===== src/hw/rtl/kvclp_pkg.sv =====
// ----------------------------------------------------------------------------
// kvclp_pkg
// shared types and constants of the key/value command line parser
// ----------------------------------------------------------------------------
package kvclp_pkg;

    localparam int unsigned BYTE_W      = 8;
    localparam int unsigned STATUS_W    = 2;
    localparam int unsigned KIND_W      = 3;
    localparam int unsigned FRAME_CNT_W = 7;
    localparam int unsigned KEY_MAX     = 5;
    localparam int unsigned KEY_IDX_W   = 3;
    localparam int unsigned KEY_LEN_W   = 3;
    localparam int unsigned DIGIT_SUM_W = 12;

    localparam logic [KEY_LEN_W-1:0] KEY_BAD = 3'd6;

    localparam logic [BYTE_W-1:0] VALUE_LIMIT_RESET = 8'd180;

    localparam logic [STATUS_W-1:0] STATUS_OK        = 2'd0;
    localparam logic [STATUS_W-1:0] STATUS_MALFORMED = 2'd1;
    localparam logic [STATUS_W-1:0] STATUS_UNKNOWN   = 2'd2;
    localparam logic [STATUS_W-1:0] STATUS_OVERFLOW  = 2'd3;

    localparam logic [KIND_W-1:0] KIND_YAW        = 3'd0;
    localparam logic [KIND_W-1:0] KIND_PITCH      = 3'd1;
    localparam logic [KIND_W-1:0] KIND_MOTOR      = 3'd2;
    localparam logic [KIND_W-1:0] KIND_PUMP       = 3'd3;
    localparam logic [KIND_W-1:0] KIND_AUTO_WATER = 3'd4;
    localparam logic [KIND_W-1:0] KIND_THRESHOLD  = 3'd5;

    localparam logic [BYTE_W-1:0] CHAR_NUL   = 8'h00;
    localparam logic [BYTE_W-1:0] CHAR_TAB   = 8'h09;
    localparam logic [BYTE_W-1:0] CHAR_LF    = 8'h0A;
    localparam logic [BYTE_W-1:0] CHAR_VT    = 8'h0B;
    localparam logic [BYTE_W-1:0] CHAR_FF    = 8'h0C;
    localparam logic [BYTE_W-1:0] CHAR_CR    = 8'h0D;
    localparam logic [BYTE_W-1:0] CHAR_SPACE = 8'h20;
    localparam logic [BYTE_W-1:0] CHAR_PLUS  = 8'h2B;
    localparam logic [BYTE_W-1:0] CHAR_MINUS = 8'h2D;
    localparam logic [BYTE_W-1:0] CHAR_ZERO  = 8'h30;
    localparam logic [BYTE_W-1:0] CHAR_NINE  = 8'h39;
    localparam logic [BYTE_W-1:0] CHAR_COLON = 8'h3A;
    localparam logic [BYTE_W-1:0] CHAR_EQUAL = 8'h3D;
    localparam logic [BYTE_W-1:0] CHAR_UC_A  = 8'h41;
    localparam logic [BYTE_W-1:0] CHAR_UC_Z  = 8'h5A;
    localparam logic [BYTE_W-1:0] CASE_DIFF  = 8'h20;

    typedef struct packed {
        logic [STATUS_W-1:0] status;
        logic [KIND_W-1:0]   kind;
        logic [BYTE_W-1:0]   cmd_value;
    } result_t;

endpackage


===== src/hw/rtl/kvclp_parse.sv =====
// ----------------------------------------------------------------------------
// kvclp_parse
// per-byte line parse state, value limit register and end-of-line or overflow result
// ----------------------------------------------------------------------------
module kvclp_parse #(
    parameter int unsigned MAX_FRAME_LEN = 64
) (
    input  logic                          aclk,
    input  logic                          aresetn,
    input  logic                          cfg_we,
    input  logic [kvclp_pkg::BYTE_W-1:0]  cfg_data,
    input  logic                          byte_accept,
    input  logic [kvclp_pkg::BYTE_W-1:0]  rx_byte,
    output logic                          res_valid,
    output kvclp_pkg::result_t            res
);

    typedef enum logic [2:0] {
        PH_LEAD    = 3'd0,
        PH_KEY     = 3'd1,
        PH_VSTART  = 3'd2,
        PH_VDIGITS = 3'd3,
        PH_VDONE   = 3'd4
    } phase_t;

    localparam logic [kvclp_pkg::FRAME_CNT_W-1:0] FRAME_MAX =
        kvclp_pkg::FRAME_CNT_W'(MAX_FRAME_LEN);

    logic [kvclp_pkg::BYTE_W-1:0]      value_limit_reg;
    logic [kvclp_pkg::FRAME_CNT_W-1:0] frame_count_reg, frame_count_next;
    phase_t                            phase_reg, phase_next;
    logic [kvclp_pkg::BYTE_W-1:0]      key_chars_reg [kvclp_pkg::KEY_MAX];
    logic [kvclp_pkg::KEY_LEN_W-1:0]   key_length_reg, key_length_next;
    logic                              key_space_reg, key_space_next;
    logic [kvclp_pkg::BYTE_W-1:0]      magnitude_reg, magnitude_next;
    logic                              negative_reg, negative_next;
    logic                              nonzero_reg, nonzero_next;
    logic                              text_seen_reg, text_seen_next;
    logic                              ended_reg, ended_next;

    logic                              key_we;
    logic [kvclp_pkg::BYTE_W-1:0]      key_char;
    logic                              is_ws, is_sep, is_digit, is_sign;
    logic [kvclp_pkg::DIGIT_SUM_W-1:0] digit_sum;
    logic [kvclp_pkg::BYTE_W-1:0]      digit_mag;
    logic                              digit_nz;
    kvclp_pkg::result_t                line_res;
    logic                              found;
    logic [kvclp_pkg::KIND_W-1:0]      found_kind;

    // character classes
    always_comb begin
        is_ws    = (rx_byte == kvclp_pkg::CHAR_SPACE) || (rx_byte == kvclp_pkg::CHAR_TAB)
                || (rx_byte == kvclp_pkg::CHAR_VT) || (rx_byte == kvclp_pkg::CHAR_FF);
        is_sep   = (rx_byte == kvclp_pkg::CHAR_COLON) || (rx_byte == kvclp_pkg::CHAR_EQUAL);
        is_digit = (rx_byte >= kvclp_pkg::CHAR_ZERO) && (rx_byte <= kvclp_pkg::CHAR_NINE);
        is_sign  = (rx_byte == kvclp_pkg::CHAR_PLUS) || (rx_byte == kvclp_pkg::CHAR_MINUS);
        if ((rx_byte >= kvclp_pkg::CHAR_UC_A) && (rx_byte <= kvclp_pkg::CHAR_UC_Z)) begin
            key_char = rx_byte + kvclp_pkg::CASE_DIFF;
        end else begin
            key_char = rx_byte;
        end
    end

    // saturating decimal accumulate
    always_comb begin
        digit_sum = {1'b0, magnitude_reg, 3'b000} + {3'b000, magnitude_reg, 1'b0}
                  + kvclp_pkg::DIGIT_SUM_W'(rx_byte - kvclp_pkg::CHAR_ZERO);
        digit_mag = (digit_sum > kvclp_pkg::DIGIT_SUM_W'(8'hFF)) ? 8'hFF
                  : digit_sum[kvclp_pkg::BYTE_W-1:0];
        digit_nz  = (rx_byte != kvclp_pkg::CHAR_ZERO);
    end

    // key lookup
    always_comb begin
        found      = 1'b0;
        found_kind = kvclp_pkg::KIND_YAW;
        unique case (key_length_reg)
            3'd1: begin
                found = 1'b1;
                unique case (key_chars_reg[0])
                    8'h79:   found_kind = kvclp_pkg::KIND_YAW;
                    8'h70:   found_kind = kvclp_pkg::KIND_PITCH;
                    8'h6D:   found_kind = kvclp_pkg::KIND_MOTOR;
                    8'h63:   found_kind = kvclp_pkg::KIND_AUTO_WATER;
                    8'h62:   found_kind = kvclp_pkg::KIND_THRESHOLD;
                    default: found = 1'b0;
                endcase
            end
            3'd3: begin
                found      = {key_chars_reg[0], key_chars_reg[1], key_chars_reg[2]} == "yaw";
                found_kind = kvclp_pkg::KIND_YAW;
            end
            3'd4: begin
                found      = {key_chars_reg[0], key_chars_reg[1], key_chars_reg[2],
                              key_chars_reg[3]} == "pump";
                found_kind = kvclp_pkg::KIND_PUMP;
            end
            3'd5: begin
                if ({key_chars_reg[0], key_chars_reg[1], key_chars_reg[2],
                     key_chars_reg[3], key_chars_reg[4]} == "pitch") begin
                    found      = 1'b1;
                    found_kind = kvclp_pkg::KIND_PITCH;
                end else if ({key_chars_reg[0], key_chars_reg[1], key_chars_reg[2],
                              key_chars_reg[3], key_chars_reg[4]} == "motor") begin
                    found      = 1'b1;
                    found_kind = kvclp_pkg::KIND_MOTOR;
                end
            end
            default: found = 1'b0;
        endcase
    end

    // end-of-line result
    always_comb begin
        line_res = '0;
        if ((phase_reg == PH_LEAD) || (phase_reg == PH_KEY) || (key_length_reg == '0)
                || !text_seen_reg) begin
            line_res.status = kvclp_pkg::STATUS_MALFORMED;
        end else if (!found) begin
            line_res.status = kvclp_pkg::STATUS_UNKNOWN;
        end else begin
            line_res.status = kvclp_pkg::STATUS_OK;
            line_res.kind   = found_kind;
            if ((found_kind == kvclp_pkg::KIND_PUMP)
                    || (found_kind == kvclp_pkg::KIND_AUTO_WATER)) begin
                line_res.cmd_value = {7'd0, nonzero_reg};
            end else if (negative_reg) begin
                line_res.cmd_value = '0;
            end else if (magnitude_reg > value_limit_reg) begin
                line_res.cmd_value = value_limit_reg;
            end else begin
                line_res.cmd_value = magnitude_reg;
            end
        end
    end

    // next state
    always_comb begin
        frame_count_next = frame_count_reg;
        phase_next       = phase_reg;
        key_length_next  = key_length_reg;
        key_space_next   = key_space_reg;
        magnitude_next   = magnitude_reg;
        negative_next    = negative_reg;
        nonzero_next     = nonzero_reg;
        text_seen_next   = text_seen_reg;
        ended_next       = ended_reg;
        key_we           = 1'b0;
        res_valid        = 1'b0;
        res              = '0;

        if (byte_accept && (rx_byte != kvclp_pkg::CHAR_CR)) begin
            if ((rx_byte == kvclp_pkg::CHAR_LF) || (frame_count_reg >= FRAME_MAX)) begin
                if ((rx_byte != kvclp_pkg::CHAR_LF) || (frame_count_reg != '0)) begin
                    res_valid        = 1'b1;
                    res              = line_res;
                    if (rx_byte != kvclp_pkg::CHAR_LF) begin
                        res        = '0;
                        res.status = kvclp_pkg::STATUS_OVERFLOW;
                    end
                    frame_count_next = '0;
                    phase_next       = PH_LEAD;
                    key_length_next  = '0;
                    key_space_next   = 1'b0;
                    magnitude_next   = '0;
                    negative_next    = 1'b0;
                    nonzero_next     = 1'b0;
                    text_seen_next   = 1'b0;
                    ended_next       = 1'b0;
                end
            end else begin
                frame_count_next = frame_count_reg + 1'b1;
                if (!ended_reg) begin
                    if (rx_byte == kvclp_pkg::CHAR_NUL) begin
                        ended_next = 1'b1;
                    end else begin
                        unique case (phase_reg)
                            PH_LEAD, PH_KEY: begin
                                if (is_ws) begin
                                    if (phase_reg == PH_KEY) begin
                                        key_space_next = 1'b1;
                                    end
                                end else if (is_sep) begin
                                    phase_next = PH_VSTART;
                                end else begin
                                    phase_next = PH_KEY;
                                    if ((phase_reg == PH_KEY) && key_space_reg) begin
                                        key_length_next = kvclp_pkg::KEY_BAD;
                                    end else if (key_length_reg
                                            < kvclp_pkg::KEY_LEN_W'(kvclp_pkg::KEY_MAX)) begin
                                        key_we          = 1'b1;
                                        key_length_next = key_length_reg + 1'b1;
                                    end else begin
                                        key_length_next = kvclp_pkg::KEY_BAD;
                                    end
                                end
                            end
                            PH_VSTART: begin
                                if (!is_ws) begin
                                    text_seen_next = 1'b1;
                                    if (is_sign) begin
                                        negative_next = (rx_byte == kvclp_pkg::CHAR_MINUS);
                                        phase_next    = PH_VDIGITS;
                                    end else if (is_digit) begin
                                        magnitude_next = digit_mag;
                                        nonzero_next   = nonzero_reg | digit_nz;
                                        phase_next     = PH_VDIGITS;
                                    end else begin
                                        phase_next = PH_VDONE;
                                    end
                                end
                            end
                            PH_VDIGITS: begin
                                if (is_digit) begin
                                    magnitude_next = digit_mag;
                                    nonzero_next   = nonzero_reg | digit_nz;
                                end else begin
                                    phase_next = PH_VDONE;
                                end
                            end
                            default: ;
                        endcase
                    end
                end
            end
        end
    end

    always_ff @(posedge aclk) begin
        if (!aresetn) begin
            value_limit_reg <= kvclp_pkg::VALUE_LIMIT_RESET;
            frame_count_reg <= '0;
            phase_reg       <= PH_LEAD;
            key_length_reg  <= '0;
            key_space_reg   <= 1'b0;
            magnitude_reg   <= '0;
            negative_reg    <= 1'b0;
            nonzero_reg     <= 1'b0;
            text_seen_reg   <= 1'b0;
            ended_reg       <= 1'b0;
        end else begin
            if (cfg_we) begin
                value_limit_reg <= cfg_data;
            end
            frame_count_reg <= frame_count_next;
            phase_reg       <= phase_next;
            key_length_reg  <= key_length_next;
            key_space_reg   <= key_space_next;
            magnitude_reg   <= magnitude_next;
            negative_reg    <= negative_next;
            nonzero_reg     <= nonzero_next;
            text_seen_reg   <= text_seen_next;
            ended_reg       <= ended_next;
        end
    end

    always_ff @(posedge aclk) begin
        if (key_we) begin
            key_chars_reg[key_length_reg[kvclp_pkg::KEY_IDX_W-1:0]] <= key_char;
        end
    end

`ifndef NO_ASSERTIONS
    a_frame_bound: assert property (@(posedge aclk) disable iff (!aresetn)
        frame_count_reg <= FRAME_MAX)
        else $error("line length beyond limit");

    a_key_len_bound: assert property (@(posedge aclk) disable iff (!aresetn)
        key_length_reg <= kvclp_pkg::KEY_BAD)
        else $error("key length out of range");

    a_result_clears: assert property (@(posedge aclk) disable iff (!aresetn)
        res_valid |=> (frame_count_reg == '0) && (key_length_reg == '0) && !ended_reg)
        else $error("line state not cleared after result");

    a_fields_zero: assert property (@(posedge aclk) disable iff (!aresetn)
        (res_valid && (res.status != kvclp_pkg::STATUS_OK))
            |-> (res.kind == '0) && (res.cmd_value == '0))
        else $error("fields set on failed line");
`endif

endmodule


===== src/hw/rtl/kvclp_out.sv =====
// ----------------------------------------------------------------------------
// kvclp_out
// result register holding one transaction for the downstream side
// ----------------------------------------------------------------------------
module kvclp_out (
    input  logic                aclk,
    input  logic                aresetn,
    input  logic                load,
    input  kvclp_pkg::result_t  load_data,
    output logic                space,
    output logic                m_valid,
    input  logic                m_ready,
    output kvclp_pkg::result_t  m_data
);

    logic               valid_reg;
    kvclp_pkg::result_t data_reg;

    assign space   = !valid_reg || m_ready;
    assign m_valid = valid_reg;
    assign m_data  = data_reg;

    always_ff @(posedge aclk) begin
        if (!aresetn) begin
            valid_reg <= 1'b0;
        end else if (load) begin
            valid_reg <= 1'b1;
        end else if (m_ready) begin
            valid_reg <= 1'b0;
        end
    end

    always_ff @(posedge aclk) begin
        if (load) begin
            data_reg <= load_data;
        end
    end

endmodule


===== src/hw/rtl/key_value_command_line_parser.sv =====
// ----------------------------------------------------------------------------
// key_value_command_line_parser
// byte-wise key:value command line parser with one result per line
// ----------------------------------------------------------------------------
// Takes one received byte per cycle and returns one result per non-empty line
// (or per overflowing byte). Each accepted byte updates the registered line parse
// state, and a result lands in the output register on the same edge and
// is offered on m_* from the next cycle. Throughput is one byte per cycle,
// limited only by the single output register: s_ready drops while a result
// waits and m_ready is low. cfg_ready is always high; value_limit resets to
// 180 and should only be written while the parser is idle.
module key_value_command_line_parser #(
    parameter int unsigned MAX_FRAME_LEN = 64
) (
    input  logic                                aclk,
    input  logic                                aresetn,
    input  logic                                cfg_valid,
    output logic                                cfg_ready,
    input  logic [kvclp_pkg::BYTE_W-1:0]        cfg_data,
    input  logic                                s_valid,
    output logic                                s_ready,
    input  logic [kvclp_pkg::BYTE_W-1:0]        s_rx_byte,
    output logic                                m_valid,
    input  logic                                m_ready,
    output logic [kvclp_pkg::STATUS_W-1:0]      m_status,
    output logic [kvclp_pkg::KIND_W-1:0]        m_kind,
    output logic [kvclp_pkg::BYTE_W-1:0]        m_cmd_value
);

    logic               space;
    logic               res_valid;
    kvclp_pkg::result_t res;
    kvclp_pkg::result_t m_data;

    assign cfg_ready = 1'b1;
    assign s_ready   = space;

    kvclp_parse #(
        .MAX_FRAME_LEN (MAX_FRAME_LEN)
    ) u_parse (
        .aclk        (aclk),
        .aresetn     (aresetn),
        .cfg_we      (cfg_valid && cfg_ready),
        .cfg_data    (cfg_data),
        .byte_accept (s_valid && s_ready),
        .rx_byte     (s_rx_byte),
        .res_valid   (res_valid),
        .res         (res)
    );

    kvclp_out u_out (
        .aclk      (aclk),
        .aresetn   (aresetn),
        .load      (res_valid),
        .load_data (res),
        .space     (space),
        .m_valid   (m_valid),
        .m_ready   (m_ready),
        .m_data    (m_data)
    );

    assign m_status    = m_data.status;
    assign m_kind      = m_data.kind;
    assign m_cmd_value = m_data.cmd_value;

endmodule

===== config.mk =====
export PLATFORM = sky130hd
export DESIGN_NAME = key_value_command_line_parser
export DESIGN_NICKNAME = d
export VERILOG_FILES = /design/src/hw/rtl/kvclp_pkg.sv /design/src/hw/rtl/kvclp_parse.sv /design/src/hw/rtl/kvclp_out.sv /design/src/hw/rtl/key_value_command_line_parser.sv
export SDC_FILE = /design/constraint.sdc
export NUM_CORES = 1
export LEC_CHECK = 0
export ABC_AREA = 1
export BUFFER_PORTS_ARGS = -buffer_cell sky130_fd_sc_hd__clkbuf_2
export CAP_MARGIN = 20
export CORE_MARGIN = 4
export CORE_UTILIZATION = 45
export DETAILED_ROUTE_END_ITERATION = 6
export GPL_TIMING_DRIVEN = 1
export PLACE_DENSITY = 0.66
export SLEW_MARGIN = 20
export SYNTH_ARGS = -nofsm -noshare
export SYNTH_HDL_FRONTEND = slang
export SYNTH_SLANG_ARGS = --single-unit
export TNS_END_PERCENT = 1

===== constraint.sdc =====
create_clock -name aclk -period 5.15 [get_ports aclk]
set_clock_uncertainty 0.1 [all_clocks]
set_input_delay 1.545 -clock aclk [delete_from_list [all_inputs] [get_ports aclk]]
set_output_delay 1.545 -clock aclk [all_outputs]
set_load 0.05 [all_outputs]

Word level (Yosys, flattened, before mapping)

Memory sizes are Yosys's and may differ from the RTL's.
Index checks and enable logic that the tools add are counted.

Bits in writable memories: 40
Flip-flop bits (word level): 48
Output and inout port bits: 16
Memories kept: 1

$lt $le $gt $ge: 8
Equal/unequal tests: 39
Reductions and logical operators: 43
Muxes and demuxes: 91
Add/subtract/negate cells: 6
Bitwise gates (word level): 5

Memory list:

| memory                | words | width | rd ports | clocked after Yosys merged registers in | write ports | line              | source |
|---|---|---|---|---|---|---|---|
| u_parse.key_chars_reg | 5     | 8     | 5        | 0                                       | 1           | kvclp_parse.sv:32 | `logic [kvclp_pkg::BYTE_W-1:0] key_chars_reg [kvclp_pkg::KEY_MAX];` |

Operators with widths:

| cell                 | count |
|---|---|
| $mux 8               | 12 |
| $eq 40x39->1 const B | 2 |
| $mux 3               | 18 |
| $mux 1               | 46 |
| $eq 8x6->1 const B   | 5 |
| $eq 8x7->1 const B   | 5 |
| $eq 32x31->1 const B | 1 |
| $eq 8x4->1 const B   | 4 |
| $reduce_and 7->1     | 4 |
| $eq 24x23->1 const B | 1 |
| $mux 11              | 2 |
| $pmux 3 s3           | 2 |
| $ne 8x4->1 const B   | 2 |
| $pmux 8 s2           | 1 |
| $mux 7               | 2 |
| $mux 13              | 1 |
| $add 11x9->12        | 1 |
| $add 12x12->12       | 1 |
| $eq 3x2->1 const B   | 4 |
| $gt 12x8->1 const B  | 1 |
| $logic_or 1x1->1     | 12 |
| $ne 3x3->1 const B   | 4 |
| $pmux 3 s4           | 1 |
| $reduce_bool 2->1    | 6 |
| 36 further kinds     | 54 |

Logic depth before layout (Yosys ltp)

Word-level depth: 12
Gate-level depth with buffers: 18
Gate-level depth less buffers: 18

Cells and area by module

A second synthesis with hierarchy kept.

Cells, all modules: 706
Area, all modules: 5445.2 sq um

By module, submodules not included:

| module                        | instances | sequential area each (sq um) | area an instance (sq um) | cells an instance |
|---|---|---|---|---|
| kvclp_parse                   | 1         | 1881.8                       | 4989.8                   | 683 |
| kvclp_out                     | 1         | 410.4                        | 436.7                    | 19 |
| key_value_command_line_parser | 1         | 0.0                          | 18.8                     | 4 |

Worst setup path before layout

No wires, ideal clock.

Path type: input-to-reg
Start: in s_rx_byte[4] (netlist name)
End: reg u_parse.magnitude_reg[0] (netlist name)
Setup slack: 1.058 ns
Setup time: 0.132 ns
Cell stages on the path: 14
Arrival time: 3.860 ns
Data required time: 4.918 ns
Path through: ha_1 -> nor3_1 -> fa_1 -> ha_1 -> inv_1 -> o21ai_0 -> a21oi_1 -> nand2_1 -> nand2_1 -> nand2_1 -> nor2_1 -> nand4_1 -> nand2_1 -> a21oi_1

Cells in the longest elaborated chain, start to end: 11
Elaborated cells between the ends (all ways): 38
Classes of those cells: add/sub: 2; order compare: 3; eq/ne: 14; mux: 8; reduce/logical: 11

Ends and longest elaborated chain:

| item                   | line                                   | source |
|---|---|---|
| start: declaration     | key_value_command_line_parser.sv:22    | `input logic [kvclp_pkg::BYTE_W-1:0] s_rx_byte,` |
| $sub 8x6->9            | kvclp_parse.sv:68                      | `+ kvclp_pkg::DIGIT_SUM_W'(rx_byte - kvclp_pkg::CHAR_ZERO);` |
| $add 12x12->12         | kvclp_parse.sv:68                      |  |
| $gt 12x8->1            | kvclp_parse.sv:69                      | `digit_mag = (digit_sum > kvclp_pkg::DIGIT_SUM_W'(8'hFF)) ? 8'hFF` |
| $mux 8                 | kvclp_parse.sv:69                      |  |
| $mux 8                 | kvclp_parse.sv:205, kvclp_parse.sv:215 |  |
| $mux 8                 | kvclp_parse.sv:202                     | `if (is_sign) begin` |
| $mux 8                 | kvclp_parse.sv:200                     | `if (!is_ws) begin` |
| $pmux 8 s2             | kvclp_parse.sv:178                     | `unique case (phase_reg)` |
| $mux 8                 | kvclp_parse.sv:175                     | `if (rx_byte == kvclp_pkg::CHAR_NUL) begin` |
| $mux 8                 | kvclp_parse.sv:174                     | `if (!ended_reg) begin` |
| $mux 8                 | kvclp_parse.sv:154                     | `if ((rx_byte == kvclp_pkg::CHAR_LF) \|\| (frame_count_reg >= FRAME_MAX)) begin` |
| end signal: assignment | kvclp_parse.sv:250                     | `magnitude_reg <= magnitude_next;` |
| end: declaration       | kvclp_parse.sv:35                      | `logic [kvclp_pkg::BYTE_W-1:0] magnitude_reg, magnitude_next;` |

Parallel ways exist; a longest one is shown, timed or not. The select of a mux whose other input is x is not followed.
A chain may end at the register's enable or synchronous reset.

Worst setup path after layout

Start: in s_rx_byte[4] (netlist name)
End: reg u_parse.magnitude_reg[3] (netlist name)

The elaborated chain is that of the path after synthesis.

==> flow_results.org <==
** Synthesis
- Synth async-reset ratio :: 0
- Post-synthesis sequential element count :: 88
- During synthesis, Yosys emitted a total of 0 warnings.
- The share of the Yosys chip area taken by registers is 0.4156.
- A synthesized cell averages just under 8 um2.
- Yosys mapped a number of flops with a built-in enable equal to 53.
- Number of cells produced by synthesis :: 700
- Synth unique cells :: 46
- Leading register cell type out of synthesis :: edfxtp_1
- Net count of the mapped netlist :: roughly 760
- In this run the cell area of the synthesized design comes to approximately 5500 um2.

** Timing
- Setup repair after global routing missed its margin :: false
- Slew at the pin closest to its max-slew limit :: a little under 0.8 ns
- After layout, the worst setup slack is between 0.6 and 0.7 ns.
- Slew HR :: 0.4762
- The number of failing hold endpoints at the final stage was 0.
- The number of max-slew violations in the final report is 0.
- Post-route minimum period :: 4.490 ns
- Setup-violating endpoint count in the final report :: 0
- Summed over all failing endpoints, the final setup total negative slack is 0 ns.
- Based on the critical path, the design can be clocked at up to between 200 and 250 MHz.
- In the finished design, the share of the clock period the worst path needs comes to 0.8718.

** Clock network
- In this run the clock root is driven by a clkbuf_16.
- Clock-pin slew was measured on the worst setup and hold paths at approximately 0.06 ns.
- Clock Sink Count :: 88
- Buffer levels on the longest clock path :: 2
- After clock tree synthesis, the setup repair step added 0 buffers.
- TritonCTS clock tree :: yes
- Number of buffers created by CTS :: 9
- At the later pin of the worst-skew pair, clock insertion delay measures ~0.35 ns.
- CTS-repair resized insts :: 0
- The number of hold buffers added after CTS was 0.
- The H-tree was split into 3 levels.

** Place
- Input and output buffers added on the ports amount to 35.
- Cell count after placement :: about 880
- The congestion estimate from routability-driven global placement came to 0.8550.
- Once detailed placement completed, the half-perimeter wirelength came to between 9000 and 10,000 um.
- Worst Setup Slack post-DPL :: 0.3551 ns

** Worst setup path
- R2r endpoint :: u_parse.magnitude_reg[3]
- Launch instance of the worst register-to-register path :: u_parse.magnitude_reg[2]
- CP Data Required Time :: about 5.3 ns
- Maximum cell stage delay along the critical path :: between 0.5 and 0.6 ns
- Largest fanout on the critical path :: 10
- CP Capture Type :: register
- Setup slack of the most critical reg-to-reg path :: approximately 2.2 ns
- STA classifies the critical path startpoint as an input pin.
- Measured in cells, the most critical reg-to-reg path has a length of 13.
- Category of the most critical setup path :: input pin to register
- The largest individual stage delay along the critical path comes from the cell fa_1.
- Launching element of the worst setup path :: s_rx_byte[4]
- The critical path goes through clkbuf_2 > ha_1 > nor3_1 > fa_1 > ha_1 > inv_1 > o21ai_0 > a21oi_1 > nand3_1 > nand2_1 > nor2_1 > nand4_1 > nand2_1 > a21oi_1.
- STA puts the critical path data arrival time at approximately 4.6 ns.

** Job
- Maxcap violations :: 0

** Worst hold path
- The worst hold path passes through 2 cells.
- Worst min-delay path class :: register to register
- Hold Startpoint :: u_parse.negative_reg
- The path with the worst hold slack has its endpoint at u_parse.negative_reg.

** Route
- After the first detailed-routing iteration, the DRC count stood at between 300 and 400.
- Number of DRC violations after detailed routing :: 0
- For this run, the detailed router's first-pass iteration total came to 5.
- Overall routed net length :: approximately 12,000 um
- Post-DRT Antenna Nets :: 0
- Vias :: 4,500
- In the final routed layout, each cell accounts on average for between 10 and 15 um.
- Routed vias/inst :: approximately 5.0

** Floorplan
- Initial core utilization :: 0.4592
- Core Region :: approximately 12,000 um2
- The die is between 100 and 150 um wide.
- Vertical die dimension :: roughly 120 um
- FP Rows :: 40
- Die area :: 14,090 um2
- Top Ports :: 37

** Layout
- From synthesis to final layout, the design area changed by 12.23%.
- Leaving out fill and tap cells, the most frequent cell in the layout is nand2_1.
- Of the cells placed in the final design, the portion with a size suffix greater than 1 is 0.1154.
- Number of inserted filler cells in the final layout :: ~1,100
- Largest register FFs :: 40
- Commonest cells after routing, fill and taps aside :: nand2_1 (150), inv_1 (122), nor2_1 (79)
- Fin nets :: 802
- Final Instance Count excl. Fillers :: about 900
- Summing all multi-input logic gate instances after layout gives between 2000 and 3000 um2.
- Count of antenna diodes in the layout :: 0
- In the final layout, flip-flops and latches occupy between 2000 and 2500 um2.

** Run status
- Result of the run :: complete, no violations

** Global routing
- Tot GR Track Use :: 0.1759
- First-pass GRT wire length :: 19,980 um
- Residual overflow from global routing :: 0
- The number of global-route vias before repair is between 4,000 and 5,000.
- Initial antenna violation count :: 0
- Entering global routing, the biggest net connects 19 pins.

** Pwr
- For this design the static power due to leakage is around 2.8 nW.
- Power density normalized to cell area :: roughly 280 nW/um2
- VDD sags by at most between 0.15 and 0.2 mV.
[power breakdown]
part	switching [mW]	internal (mW)
combinational	0.121	0.0554
sequential	0.0131	0.770
clock	0.265	0.480
[synthesized netlist by cell type (2+ instances only)]
cell type  count  share of area
nand2_1      150           0.10
nor2_4         7          0.014
ha_1          34          0.077
nor2_1        79          0.054
a211oi_1       2         0.0027
xnor2_1        3         0.0048
nand3_1       46          0.042
nor2_2         2         0.0023
nand3_2        3         0.0054
inv_1        122          0.083
a31oi_1        3         0.0034
nor3_2         2         0.0036
dfxtp_1       35           0.13
a21oi_2        2         0.0032
o21ai_0       31          0.028
nand2_4        3         0.0061
edfxtp_1      53           0.29
fa_1           7          0.025
clkbuf_1       3         0.0020
xor2_1         5         0.0079
a21oi_1       45          0.041
nand2_2        4         0.0045
nor3b_1        2         0.0027
inv_2          3         0.0020
o21ai_2        2         0.0032
nand4_1       15          0.017
nor3_1        18          0.016
[worst max-delay path by stage]
stage                                     to  slack [ns]
detailed placement  u_parse.magnitude_reg[0]        0.36
global route        u_parse.magnitude_reg[3]        0.45
finish              u_parse.magnitude_reg[3]        0.66
floorplan           u_parse.magnitude_reg[0]        1.06
global placement    u_parse.magnitude_reg[7]        0.52
CTS                 u_parse.magnitude_reg[0]        0.72
[kinds of logic after synthesis]
kind of cell,after synthesis,share of synthesized area
adder cells (fa/ha/maj),41,0.1025
AND/OR/NAND/NOR,334,0.2797
flip-flops,88,0.4156
buffers and inverters,134,0.09392
other,1,0.0006799
XOR/XNOR,8,0.01270
AO/OA/AOI/OAI,94,0.09483
[critical path, delay by kind of cell]
family / cells / cell delay, ns
AND/OR/NAND/NOR: 6 / 1.19
buffers and inverters: 2 / 0.26
AO/OA/AOI/OAI: 3 / 0.42
adder cells (fa/ha/maj): 3 / 1.20
[metal layers]
metal	track usage	part of all wire
met1	0.2145	0.45
met2	0.3091	0.50
met3	0.04211	0.037
met4	0.04924	0.013
met5	0	0
[metrics by stage]
| stage | hold slack (ns) | cell area, um2 | power [mW] | util |
|---|---|---|---|---|
| detailed placement | 0.3582 | 5841 | 0.9739 | 0.4863 |
| CTS | 0.3724 | 6190 | 1.715 | 0.5153 |
| finish | 0.3686 | 6190 | 1.704 | 0.5153 |
| global route | 0.4031 | 6190 | 1.781 | 0.5153 |
| floorplan | 0.3360 | 5515 | 0.9231 | - |
| global placement | 0.3548 | 5841 | 0.9688 | 0.4863 |
[layout make-up]
cell class,count,area share
clock buffers,12,0.04488
inverters,128,0.07823
repair buffers,35,0.02830
clock inverters,4,0.01152
flip-flops and latches,88,0.3703
multi-input cells,478,0.4370
well taps,147,0.02971
Note: power is estimated with default switching activity, not from simulation.
